**src/rtl/itaf_pkg.sv**
```systemverilog
// Types, character codes and helpers shared by the integer-to-ASCII formatter.
package itaf_pkg;

  // Format selector codes
  localparam logic [1:0] OP_UDEC = 2'd0;
  localparam logic [1:0] OP_SDEC = 2'd1;
  localparam logic [1:0] OP_HEX8 = 2'd2;
  localparam logic [1:0] OP_HEX16 = 2'd3;

  // Suffix selector codes (code three means no suffix)
  localparam logic [1:0] SFX_NONE = 2'd0;
  localparam logic [1:0] SFX_SPACE = 2'd1;
  localparam logic [1:0] SFX_CR = 2'd2;

  // ASCII characters
  localparam logic [6:0] CHR_ZERO = 7'h30;
  localparam logic [6:0] CHR_A = 7'h41;
  localparam logic [6:0] CHR_MINUS = 7'h2D;
  localparam logic [6:0] CHR_SPACE = 7'h20;
  localparam logic [6:0] CHR_CR = 7'h0D;

  // Hex formatting
  localparam logic [15:0] HEX_BYTE_MASK = 16'h00FF;
  localparam int unsigned HEX_BYTE_DIGITS = 2;
  localparam int unsigned HEX_HALF_DIGITS = 4;
  localparam logic [3:0] NIB_NINE = 4'h9;
  localparam logic [3:0] BCD_ADJ_LIMIT = 4'h5;
  localparam logic [3:0] BCD_ADJ_ADD = 4'h3;

  typedef enum logic [2:0] {
    ST_IDLE,
    ST_CONV,
    ST_SIGN,
    ST_DIGIT,
    ST_SUFFIX
  } fmt_state_t;

  // One nibble as an uppercase hex character; decimal digits map the same way
  function automatic logic [6:0] nib_to_char(input logic [3:0] nib);
    logic [6:0] c;
    if (nib > NIB_NINE) begin
      c = CHR_A + 7'(nib - 4'd10);
    end else begin
      c = CHR_ZERO + 7'(nib);
    end
    return c;
  endfunction

endpackage

```
**src/rtl/itaf_if.sv**
```systemverilog
// Valid/ready channel interfaces for the formatter's input and result items.
interface itaf_in_if #(
  parameter int unsigned VALUE_WIDTH = 32
);
  logic                   valid;
  logic                   ready;
  logic [1:0]             op;
  logic [VALUE_WIDTH-1:0] value;
  logic [1:0]             suffix;

  modport source (output valid, output op, output value, output suffix, input ready);
  modport sink (input valid, input op, input value, input suffix, output ready);
endinterface

interface itaf_out_if;
  logic       valid;
  logic       ready;
  logic [6:0] char_out;
  logic       last;

  modport source (output valid, output char_out, output last, input ready);
  modport sink (input valid, input char_out, input last, output ready);
endinterface

```
**src/rtl/itaf_dabble.sv**
```systemverilog
// Bit-serial binary to BCD converter (shift and add-3), one input bit per cycle.
module itaf_dabble import itaf_pkg::*; #(
  parameter int unsigned VALUE_WIDTH = 32,
  parameter int unsigned NDIG = 10
) (
  input  logic                   clk,
  input  logic                   rst_n,
  input  logic                   start,
  input  logic [VALUE_WIDTH-1:0] mag,
  output logic                   busy,
  output logic [NDIG*4-1:0]      bcd
);

  localparam int unsigned CNT_W = $clog2(VALUE_WIDTH + 1);

  logic [VALUE_WIDTH-1:0] mag_r, mag_nxt;
  logic [NDIG*4-1:0]      bcd_r, bcd_nxt;
  logic [NDIG*4-1:0]      adj;
  logic [CNT_W-1:0]       cnt_r, cnt_nxt;
  logic                   run_r, run_nxt;

  // Add 3 to every digit of 5 or more before the shift
  always_comb begin
    for (int i = 0; i < NDIG; i++) begin
      if (bcd_r[i*4 +: 4] >= BCD_ADJ_LIMIT) begin
        adj[i*4 +: 4] = bcd_r[i*4 +: 4] + BCD_ADJ_ADD;
      end else begin
        adj[i*4 +: 4] = bcd_r[i*4 +: 4];
      end
    end
  end

  // Load on start, then shift one magnitude bit into the BCD word per cycle
  always_comb begin
    mag_nxt = mag_r;
    bcd_nxt = bcd_r;
    cnt_nxt = cnt_r;
    run_nxt = run_r;
    if (start) begin
      mag_nxt = mag;
      bcd_nxt = '0;
      cnt_nxt = CNT_W'(VALUE_WIDTH);
      run_nxt = 1'b1;
    end else if (run_r) begin
      bcd_nxt = {adj[NDIG*4-2:0], mag_r[VALUE_WIDTH-1]};
      mag_nxt = {mag_r[VALUE_WIDTH-2:0], 1'b0};
      cnt_nxt = cnt_r - 1'b1;
      if (cnt_r == CNT_W'(1)) begin
        run_nxt = 1'b0;
      end
    end
  end

  always_ff @(posedge clk) begin
    if (!rst_n) begin
      run_r <= 1'b0;
      cnt_r <= '0;
    end else begin
      run_r <= run_nxt;
      cnt_r <= cnt_nxt;
    end
  end

  always_ff @(posedge clk) begin
    mag_r <= mag_nxt;
    bcd_r <= bcd_nxt;
  end

  assign busy = run_r;
  assign bcd  = bcd_r;

endmodule

```
**src/rtl/integer_to_ascii_formatter_top.sv**
```systemverilog
// Integer-to-ASCII formatter: one number in, one character per result item out.
// Decimal formats first pass through the bit-serial BCD converter, then drop each suppressed
// leading zero and emit one character at a time; hex starts emitting digits at once.
// The block takes one number at a time: a new number is accepted only once the sequencer is
// back in idle after the last character of the previous one.
// Reset: synchronous active-low rst_n returns the sequencer to idle and empties the output.
module integer_to_ascii_formatter_top import itaf_pkg::*; #(
  parameter int unsigned VALUE_WIDTH = 32
) (
  input  logic      clk,
  input  logic      rst_n,
  itaf_in_if.sink   in_ch,
  itaf_out_if.source out_ch
);

  // Decimal digits needed for VALUE_WIDTH bits, and the digit register size
  localparam int unsigned NDIG = (VALUE_WIDTH * 30103) / 100000 + 1;
  localparam int unsigned NDREG = (NDIG > 4) ? NDIG : 4;
  localparam int unsigned CW = $clog2(NDREG + 1);
  localparam int unsigned IW = $clog2(NDREG);

  fmt_state_t state_r, state_nxt;

  logic [NDREG-1:0][3:0] dig_r, dig_nxt;
  logic [CW-1:0]         dcnt_r, dcnt_nxt;
  logic [CW-1:0]         dsel;
  logic [3:0]            cur;
  logic                  lead_r, lead_nxt;
  logic                  neg_r, neg_nxt;
  logic                  sgn_r, sgn_nxt;
  logic [1:0]            sfx_r, sfx_nxt;
  logic                  has_sfx;

  logic                  out_valid_r, out_valid_nxt;
  logic [6:0]            out_char_r, out_char_nxt;
  logic                  out_last_r, out_last_nxt;
  logic                  can_emit;

  logic                   conv_start;
  logic                   conv_busy;
  logic [NDIG*4-1:0]      conv_bcd;
  logic [VALUE_WIDTH-1:0] mag;
  logic                   in_neg;
  logic [15:0]            hex16;

  // Sign detection and magnitude of the incoming number
  assign in_neg = (in_ch.op == OP_SDEC) && in_ch.value[VALUE_WIDTH-1];
  assign mag    = in_neg ? (~in_ch.value + 1'b1) : in_ch.value;
  assign hex16  = (in_ch.op == OP_HEX8) ? (16'(in_ch.value) & HEX_BYTE_MASK)
                                        : 16'(in_ch.value);

  itaf_dabble #(
    .VALUE_WIDTH(VALUE_WIDTH),
    .NDIG(NDIG)
  ) u_dabble (
    .clk   (clk),
    .rst_n (rst_n),
    .start (conv_start),
    .mag   (mag),
    .busy  (conv_busy),
    .bcd   (conv_bcd)
  );

  assign dsel     = dcnt_r - 1'b1;
  assign cur      = dig_r[dsel[IW-1:0]];
  assign has_sfx  = (sfx_r == SFX_SPACE) || (sfx_r == SFX_CR);
  assign can_emit = !out_valid_r || out_ch.ready;

  // Sequencer: convert decimal numbers, then sign (signed decimal only), digits and suffix one character at a time
  always_comb begin
    state_nxt     = state_r;
    dig_nxt       = dig_r;
    dcnt_nxt      = dcnt_r;
    lead_nxt      = lead_r;
    neg_nxt       = neg_r;
    sgn_nxt       = sgn_r;
    sfx_nxt       = sfx_r;
    conv_start    = 1'b0;
    in_ch.ready   = (state_r == ST_IDLE);
    out_valid_nxt = out_valid_r && !out_ch.ready;
    out_char_nxt  = out_char_r;
    out_last_nxt  = out_last_r;

    case (state_r)
      ST_IDLE: begin
        if (in_ch.valid) begin
          sfx_nxt = in_ch.suffix;
          neg_nxt = in_neg;
          sgn_nxt = (in_ch.op == OP_SDEC);
          if (in_ch.op == OP_HEX8 || in_ch.op == OP_HEX16) begin
            dig_nxt   = (NDREG*4)'(hex16);
            dcnt_nxt  = (in_ch.op == OP_HEX8) ? CW'(HEX_BYTE_DIGITS) : CW'(HEX_HALF_DIGITS);
            lead_nxt  = 1'b0;
            state_nxt = ST_DIGIT;
          end else begin
            conv_start = 1'b1;
            dcnt_nxt   = CW'(NDIG);
            lead_nxt   = 1'b1;
            state_nxt  = ST_CONV;
          end
        end
      end
      ST_CONV: begin
        if (!conv_busy) begin
          dig_nxt   = (NDREG*4)'(conv_bcd);
          state_nxt = sgn_r ? ST_SIGN : ST_DIGIT;
        end
      end
      ST_SIGN: begin
        if (can_emit) begin
          out_valid_nxt = 1'b1;
          out_char_nxt  = neg_r ? CHR_MINUS : CHR_SPACE;
          out_last_nxt  = 1'b0;
          state_nxt     = ST_DIGIT;
        end
      end
      ST_DIGIT: begin
        if (lead_r && (cur == 4'd0) && (dcnt_r > CW'(1))) begin
          // leading zero: drop it without an output slot
          dcnt_nxt = dcnt_r - 1'b1;
        end else if (can_emit) begin
          out_valid_nxt = 1'b1;
          out_char_nxt  = nib_to_char(cur);
          out_last_nxt  = (dcnt_r == CW'(1)) && !has_sfx;
          lead_nxt      = 1'b0;
          if (dcnt_r == CW'(1)) begin
            state_nxt = has_sfx ? ST_SUFFIX : ST_IDLE;
          end else begin
            dcnt_nxt = dcnt_r - 1'b1;
          end
        end
      end
      ST_SUFFIX: begin
        if (can_emit) begin
          out_valid_nxt = 1'b1;
          out_char_nxt  = (sfx_r == SFX_CR) ? CHR_CR : CHR_SPACE;
          out_last_nxt  = 1'b1;
          state_nxt     = ST_IDLE;
        end
      end
      default: begin
        state_nxt = ST_IDLE;
      end
    endcase
  end

  // Control state
  always_ff @(posedge clk) begin
    if (!rst_n) begin
      state_r     <= ST_IDLE;
      out_valid_r <= 1'b0;
      dcnt_r      <= '0;
      lead_r      <= 1'b0;
    end else begin
      state_r     <= state_nxt;
      out_valid_r <= out_valid_nxt;
      dcnt_r      <= dcnt_nxt;
      lead_r      <= lead_nxt;
    end
  end

  // Payload
  always_ff @(posedge clk) begin
    dig_r      <= dig_nxt;
    neg_r      <= neg_nxt;
    sgn_r      <= sgn_nxt;
    sfx_r      <= sfx_nxt;
    out_char_r <= out_char_nxt;
    out_last_r <= out_last_nxt;
  end

  assign out_ch.valid    = out_valid_r;
  assign out_ch.char_out = out_char_r;
  assign out_ch.last     = out_last_r;

endmodule

```
**src/flat_wrapper.sv**
```systemverilog
// flat-port wrapper written by rule: the top's interface ports become plain ports
module integer_to_ascii_formatter_top_flat import itaf_pkg::*;
#(
  parameter int unsigned VALUE_WIDTH = 32
)
  (clk, rst_n, in_ch_valid, in_ch_op, in_ch_value, in_ch_suffix, in_ch_ready, out_ch_valid, out_ch_char_out, out_ch_last, out_ch_ready);
  itaf_in_if #(.VALUE_WIDTH(VALUE_WIDTH)) in_ch_i ();
  itaf_out_if out_ch_i ();
  input  logic clk;
  input  logic rst_n;
  input wire logic [$bits(in_ch_i.valid)-1:0] in_ch_valid;
  input wire logic [$bits(in_ch_i.op)-1:0] in_ch_op;
  input wire logic [$bits(in_ch_i.value)-1:0] in_ch_value;
  input wire logic [$bits(in_ch_i.suffix)-1:0] in_ch_suffix;
  output wire logic [$bits(in_ch_i.ready)-1:0] in_ch_ready;
  output wire logic [$bits(out_ch_i.valid)-1:0] out_ch_valid;
  output wire logic [$bits(out_ch_i.char_out)-1:0] out_ch_char_out;
  output wire logic [$bits(out_ch_i.last)-1:0] out_ch_last;
  input wire logic [$bits(out_ch_i.ready)-1:0] out_ch_ready;
  assign in_ch_i.valid = in_ch_valid;
  assign in_ch_i.op = in_ch_op;
  assign in_ch_i.value = in_ch_value;
  assign in_ch_i.suffix = in_ch_suffix;
  assign in_ch_ready = in_ch_i.ready;
  assign out_ch_valid = out_ch_i.valid;
  assign out_ch_char_out = out_ch_i.char_out;
  assign out_ch_last = out_ch_i.last;
  assign out_ch_i.ready = out_ch_ready;
  integer_to_ascii_formatter_top #(.VALUE_WIDTH(VALUE_WIDTH)) u_core (.clk(clk), .rst_n(rst_n), .in_ch(in_ch_i), .out_ch(out_ch_i));
endmodule
```
**config.mk**
```make
export PLATFORM = sky130hd
export DESIGN_NAME = integer_to_ascii_formatter_top_flat
export DESIGN_NICKNAME = d
export VERILOG_FILES = /design/src/rtl/itaf_pkg.sv /design/src/rtl/itaf_if.sv /design/src/rtl/itaf_dabble.sv /design/src/rtl/integer_to_ascii_formatter_top.sv /design/src/flat_wrapper.sv
export SDC_FILE = /design/constraint.sdc
export NUM_CORES = 1
export LEC_CHECK = 0
export BUFFER_PORTS_ARGS = -buffer_cell sky130_fd_sc_hd__buf_4
export CAP_MARGIN = 20
export CORE_MARGIN = 4
export CORE_UTILIZATION = 40
export DETAILED_ROUTE_END_ITERATION = 7
export MAX_ROUTING_LAYER = met4
export PLACE_DENSITY = 0.55
export RECOVER_POWER = 25
export SLEW_MARGIN = 40
export SYNTH_ARGS = -nofsm -noshare
export SYNTH_HDL_FRONTEND = slang
export SYNTH_SLANG_ARGS = --single-unit
```
**constraint.sdc**
```tcl
create_clock -name clk -period 5.05 [get_ports clk]
set_input_delay 1.515 -clock clk [delete_from_list [all_inputs] [get_ports clk]]
set_output_delay 1.515 -clock clk [all_outputs]
set_load 0.02 [all_outputs]
```
After elaboration in Yosys (flattened, before gate mapping)

Index checks and enable logic that the tools add are counted.

Bits in registers: 140
Bits of input ports: 40
Output and inout port bits: 10
Logic and storage cells: 166

Add/subtract/negate cells: 16
Order comparisons: 13
Equality and inequality tests: 21
Muxes and demuxes: 65
Bitwise operators: 2
Reduce and logical (&&, ||, !) cells: 25

Operator list:

| kind                    | count |
|---|---|
| $mux W40                | 3 |
| $mux W32                | 3 |
| $pmux W40 S2            | 1 |
| $mux W4                 | 16 |
| $ge A4 B3 Y1 const B    | 10 |
| $add A4 B2 Y4 const B   | 9 |
| $mux W7                 | 5 |
| $add A32 B1 Y32 const B | 1 |
| $not A32 Y32            | 1 |
| $mux W3                 | 10 |
| $pmux W7 S3             | 1 |
| $mux W6                 | 3 |
| $bmux W4 S4             | 1 |
| $mux W16                | 1 |
| $mux W1                 | 15 |
| $pmux W3 S5             | 1 |
| $reduce_and A4 Y1       | 3 |
| $ne A2 B1 Y1 const B    | 5 |
| $pmux W4 S2             | 1 |
| $add A6 B4 Y7 const A   | 1 |
| $add A7 B7 Y7 const A   | 1 |
| $reduce_and A7 Y1       | 1 |
| $eq A2 B2 Y1 const B    | 3 |
| $eq A3 B2 Y1 const B    | 2 |
| other kinds (29)        | 44 |

Longest topological paths before layout

Depth in word-level cells: 9
Mapped depth: 17
Mapped depth without buffers: 12

Hierarchy

A second synthesis with hierarchy kept.

Cell total of the unflattened synthesis: 814
Area total of the unflattened synthesis: 8,092.8 sq um

By module, submodules not included:

| module                         | times used | cells an instance | area an instance (sq um) | seq. area each (sq um) |
|---|---|---|---|---|
| itaf_dabble                    | 1          | 411               | 4,150.2                  | 1,901.8 |
| integer_to_ascii_formatter_top | 1          | 403               | 3,942.5                  | 1,741.7 |

Worst setup path before layout

No wires, ideal clock.

Path type: input port to flip-flop
From: input in_ch_op[1]
To: register u_core.dig_r[0] in the netlist's numbering, enable pin
Setup time: 0.487 ns
Data arrival time: 4.710 ns
Required time: 4.563 ns
Path slack: -0.147 ns
Stages: 4
Path buffers: 1
Cell sequence: clkbuf_1 > and3_1 > a21oi_1 > nor3_1

Cells in the longest elaborated chain, start to end: 4
Elaborated cells on any way between the ends: 5
Those cells by class: eq/ne (3); reduce/logical (2)

Ends and longest elaborated chain:

| element                                | RTL line                              | source |
|---|---|---|
| start: declaration                     | flat_wrapper.sv:12                    | `input wire logic [$bits(in_ch_i.op)-1:0] in_ch_op;` |
| $eq A2 B2 Y1                           | integer_to_ascii_formatter_top.sv:90  | `if (in_ch.op == OP_HEX8 \|\| in_ch.op == OP_HEX16) begin` |
| $logic_or A1 B1 Y1 (*)                 | integer_to_ascii_formatter_top.sv:90  |  |
| $ne A2 B1 Y1 (no source line) (*)      | n/a                                   |  |
| $reduce_and A4 Y1 (no source line) (*) | n/a                                   |  |
| end signal: assignment                 | integer_to_ascii_formatter_top.sv:164 | `dig_r <= dig_nxt;` |
| end: declaration                       | integer_to_ascii_formatter_top.sv:24  | `logic [NDREG-1:0][3:0] dig_r, dig_nxt;` |

Mark *: on every way between the ends. The rest lies on a longest branch, timed or not.
A chain may end at the register's enable or synchronous reset.

Worst setup path in the final report

From: register u_core.dcnt_r[1]
To: register u_core.out_char_r[5] (netlist: u_core.out_ch.char_out[5]), enable pin

Cells in the longest elaborated chain, start to end: 8
Elaborated cells on any way between the ends: 9
Those cells by class: add/sub (1); order compare (1); eq/ne (1); mux (2); reduce/logical (4)

Ends and longest elaborated chain:

| element                                | RTL line                              | source |
|---|---|---|
| start: declaration                     | integer_to_ascii_formatter_top.sv:25  | `logic [CW-1:0] dcnt_r, dcnt_nxt;` |
| start signal: assignment               | integer_to_ascii_formatter_top.sv:157 | `dcnt_r <= dcnt_nxt;` |
| $sub A4 B1 Y4                          | integer_to_ascii_formatter_top.sv:64  | `assign dsel = dcnt_r - 1'b1;` |
| $bmux W4 S4                            | integer_to_ascii_formatter_top.sv:65  | `assign cur = dig_r[dsel[IW-1:0]];` |
| $mux W4 (not written as such)          | integer_to_ascii_formatter_top.sv:65  |  |
| $logic_not A4 Y1                       | integer_to_ascii_formatter_top.sv:118 | `if (lead_r && (cur == 4'd0) && (dcnt_r > CW'(1))) begin` |
| $logic_and A1 B1 Y1                    | integer_to_ascii_formatter_top.sv:118 |  |
| $logic_and A1 B1 Y1 (*)                | integer_to_ascii_formatter_top.sv:118 |  |
| $ne A2 B2 Y1 (no source line) (*)      | n/a                                   |  |
| $reduce_and A5 Y1 (no source line) (*) | n/a                                   |  |
| end signal: assignment                 | integer_to_ascii_formatter_top.sv:168 | `out_char_r <= out_char_nxt;` |
| end: declaration                       | integer_to_ascii_formatter_top.sv:35  | `logic [6:0] out_char_r, out_char_nxt;` |

Mark *: on every way between the ends. The rest lies on a longest branch, timed or not. The select of a mux whose other input is x is not followed.

==> summary.md <==
| Metric | Value |
|---|---|
| Total grt overflow | 0 |
| Pint | roughly 0.0031 W |
| Clock Power Share | approximately 28% |
| Share of layout cells above drive strength 1 | about an eighth |
| Post-synth ARST share | 0% |
| Top post-synthesis cells by area | edfxtp_1 (33%), dfxtp_1 (14%), o21ai_0 (5.0%), ha_1 (5.0%), nand2_1 (4.9%) |
| Netlist Area Pre-Place | roughly 7700 um^2 |
| Seq/Total Area, Yosys | between 40% and 50% |
| Total GRT Usage | roughly 17% |
| CTS Buf Count | 17 |
| Reg2reg start | u_core.dcnt_r[1]$_SDFFE_PN0P_ |
| Seq cells post-synth | 140 |
| Worst Max-Slew Pin Slew | between 1.5 and 2 ns |
| Worst Skew | 0.00740 ns |
| Warnings, synthesis | 0 |
| Slew HR | -24.2% |
| Total wire length | roughly 17000 um |
| Critical hold path startpoint | u_core.u_dabble.bcd[39]$_SDFFE_PP0P_ |
| Worst Path Required | 5.19 ns |
| Clk buf depth | 2 |
| Clk Latency, worst-skew pair | 0.42 ns |
| CTS Root Cell | clkbuf_16 |
| Hold path cells | 2 |
| Post-synth top flop | edfxtp_1 |
| Antenna viol nets, final | 0 |
| WS Path Type | reg -> reg |
| Post-synth EDFFs | 84 |
| DR iter-0 viols | roughly 270 |
| Lkg Pwr | between 3 and 4 nW |
| Initial Util | slightly above 40% |
| Worst reg2reg path endpoint | u_core.out_ch.char_out[5]$_DFFE_PP_ |
| Avg WL per Cell | about 15 um |
| Rows | 50 |
| First-pass GRT wire length | around 29000 um |
| CTS Sinks | 140 |
| CTS tree | yes |
| Post-Syn Nets | slightly below 900 |
| Crit share post-route | ~76% |
| Pre-antenna DRT Iters | 5 |
| Core area | 18900 um^2 |
| PortBufs | just under 50 |
| Most frequent cell after synthesis | nand2_1 |
| Vias | slightly below 6k |
| Via density | ~5.2 |
| Die W | 147 um |
| Arrival time worst endpoint | slightly below 4 ns |
| Avg Synthesized Cell Area | around 9.4 um^2 |
| Sequential share of power | 40.1% |
| Post-synth top area share | 32.6% |
| Hold_buf cts | 0 |
| Net Sw Power | between 0.0015 and 0.002 W |
| Fmax | roughly 0.26 GHz |
| Yosys cell types | just over 60 |
| Antenna cells | 0 |
| Area leader, netlist | edfxtp_1 |
| Height of the die | roughly 150 um |
| Ports | 50 |
| Power Dens Cells | approximately 520 nW/um^2 |
| RSZ-0062 raised after global routing | no |
| Outcome | complete, but fails checks |
| Worst Setup Start Kind | flip-flop |
| Vias in the first global route | 5876 |
| Cell count after synthesis | 820 |
| Largest net degree at the start of global routing | 65 |
| P&R area growth vs syn | 15.4% |
| Crit-path max FO | 15 |
| DIE AREA | between 20000 and 25000 um^2 |
| MaxCap Viol Count | 1 |
| Initial antenna violation count | 0 |
| Switching Share | between 30% and 40% |
| Minimum clock period | 3.84 ns |
| Worst r2r path cells | 12 |
| Count of final setup violators | 0 |
| Hold EP | u_core.u_dabble.bcd[39]$_SDFFE_PP0P_ |
| # DRC | 0 |
| Combinational Power Share | between 30% and 40% |
| Fin. Hold Viols | 0 |
| Cell count after placement | between 1k and 1.5k |
| Fin cells | roughly 1.1k |
| Top post-synthesis cells by count | nand2_1 (102), edfxtp_1 (84), o21ai_0 (78), nor2_1 (66), dfxtp_1 (56) |
| R2R setup slack | between 1 and 1.5 ns |
| Sum Neg Setup Slack | 0 ns |
| Post_cts resized | 0 |
| Clock Pin Slew Worst Setup and Hold Paths | around 0.06 ns |
| Crit. End Element | flip-flop |
| Maximum VDD drop | ~0.25 mV |
| H-tree depth | 4 |
| Final net count | slightly above 900 |
| Hold crit path type | reg -> reg |
| Post-CTS setup buffers | 0 |
| Final Slew Violations | 52 |
| Post-DP HPWL | 12000 um |
| Final Core Density | ~47% |
| Placer Congestion | between 0.8 and 0.9 |
| Failing checks | capacitance limit, slew limit |
[worst max-delay path, cell delays in order (launching register included)]
cell and delay (ns):
dfxtp_1 0.40, inv_1 0.09, ha_1 0.72, mux4_2 0.41, nand2_1 0.08, nand2_1 0.06, a21oi_1 0.53, ha_1 0.25
o311ai_0 0.15, a211oi_2 0.25, and3_1 0.23, a2bb2oi_1 0.21, nor2_1 0.19
[power groups by stage]
stage                     logic (W)  clock network (W)  registers (W)
after global routing        0.00167            0.00141        0.00191
after CTS                   0.00150            0.00136        0.00186
final                       0.00147            0.00132        0.00186
after floorplan             0.00113                  0        0.00182
after detailed placement    0.00150                  0        0.00188
after global placement      0.00142                  0        0.00187
[sequential cells by signal, summed over array words and instances (netlist names), 2 cells and up]
register	count
u_core.sfx_r	2
u_core.u_dabble.cnt_r	6
u_core.u_dabble.bcd	40
u_core.u_dabble.mag_r	32
u_core.state_r	3
u_core.dcnt_r	4
u_core.out_ch.char_out	7
u_core.dig_r	40
[layout make-up]
class                      count  area [um^2]
fill                        1832         9970
multi-input combinational    600         3790
tap                          260          325
clock buffer                  21          460
inverter                      37          139
timing repair buffer          56          402
clock inverter                11          166
sequential                   140         3640
[per-layer routing]
| metal | up-vias | track usage [%] | wire (um) |
|---|---|---|---|
| met5 | - | - | 0 |
| met2 | 86 | 26.5 | 7970 |
| met4 | 0 | 4.80 | 193 |
| met1 | 2814 | 21.5 | 8240 |
| met3 | 14 | 3.79 | 542 |
| li1 | 2959 | - | - |
[through the flow]
step / power, W / area [um^2] / setup WS [ns] / hold slack [ns]
global route: 0.00499 / 8920 / 0.886 / 0.502
detailed placement: 0.00338 / 8370 / 1.21 / 0.466
finish: 0.00465 / 8920 / 1.21 / 0.469
floorplan: 0.00295 / 7740 / 1.08 / 0.440
CTS: 0.00472 / 9000 / 1.19 / 0.474
global placement: 0.00329 / 8310 / 1.37 / 0.462
[how the worst max path moves through the flow]
| stage | start | end | slack (ns) | cells past startpoint |
|---|---|---|---|---|
| final | u_core.dcnt_r[1]$_SDFFE_PN0P_ | u_core.out_ch.char_out[5]$_DFFE_PP_ | 1.21 | 12 |
| after detailed placement | u_core.dcnt_r[1]$_SDFFE_PN0P_ | u_core.out_ch.char_out[3]$_DFFE_PP_ | 1.21 | 12 |
| after global placement | u_core.dcnt_r[1]$_SDFFE_PN0P_ | u_core.out_ch.char_out[3]$_DFFE_PP_ | 1.37 | 12 |
| after floorplan | in_ch_op[1] | u_core.dig_r[0]$_DFFE_PP_ | 1.08 | 4 |
| after global routing | u_core.dcnt_r[1]$_SDFFE_PN0P_ | u_core.out_ch.char_out[5]$_DFFE_PP_ | 0.89 | 12 |
| after CTS | u_core.dcnt_r[1]$_SDFFE_PN0P_ | u_core.out_ch.char_out[5]$_DFFE_PP_ | 1.19 | 12 |
[placed cells by master, fill, tap and decap left out, types with 31 or more instances in the layout]
master and count:
a21oi_1 54, inv_1 35, nor2_1 66, buf_4 49, ha_1 31, nand2_1 102
dfxtp_1 55, edfxtp_1 84, o21ai_0 78
[cell families (layout without fill, tap and decap cells)]
group / count (synthesis) / count (layout) / share of synthesized area, %
buffers and inverters: 80 / 125 / 4.12
xor gates and xnor gates: 51 / 51 / 5.77
AOI/OAI and AO/OA: 191 / 191 / 14.4
muxes: 39 / 39 / 5.85
and+or+nand+nor: 288 / 288 / 17.8
DFF: 140 / 140 / 47.1
adders and majority gates: 31 / 31 / 5.01
(Power assumes the default switching activity.)
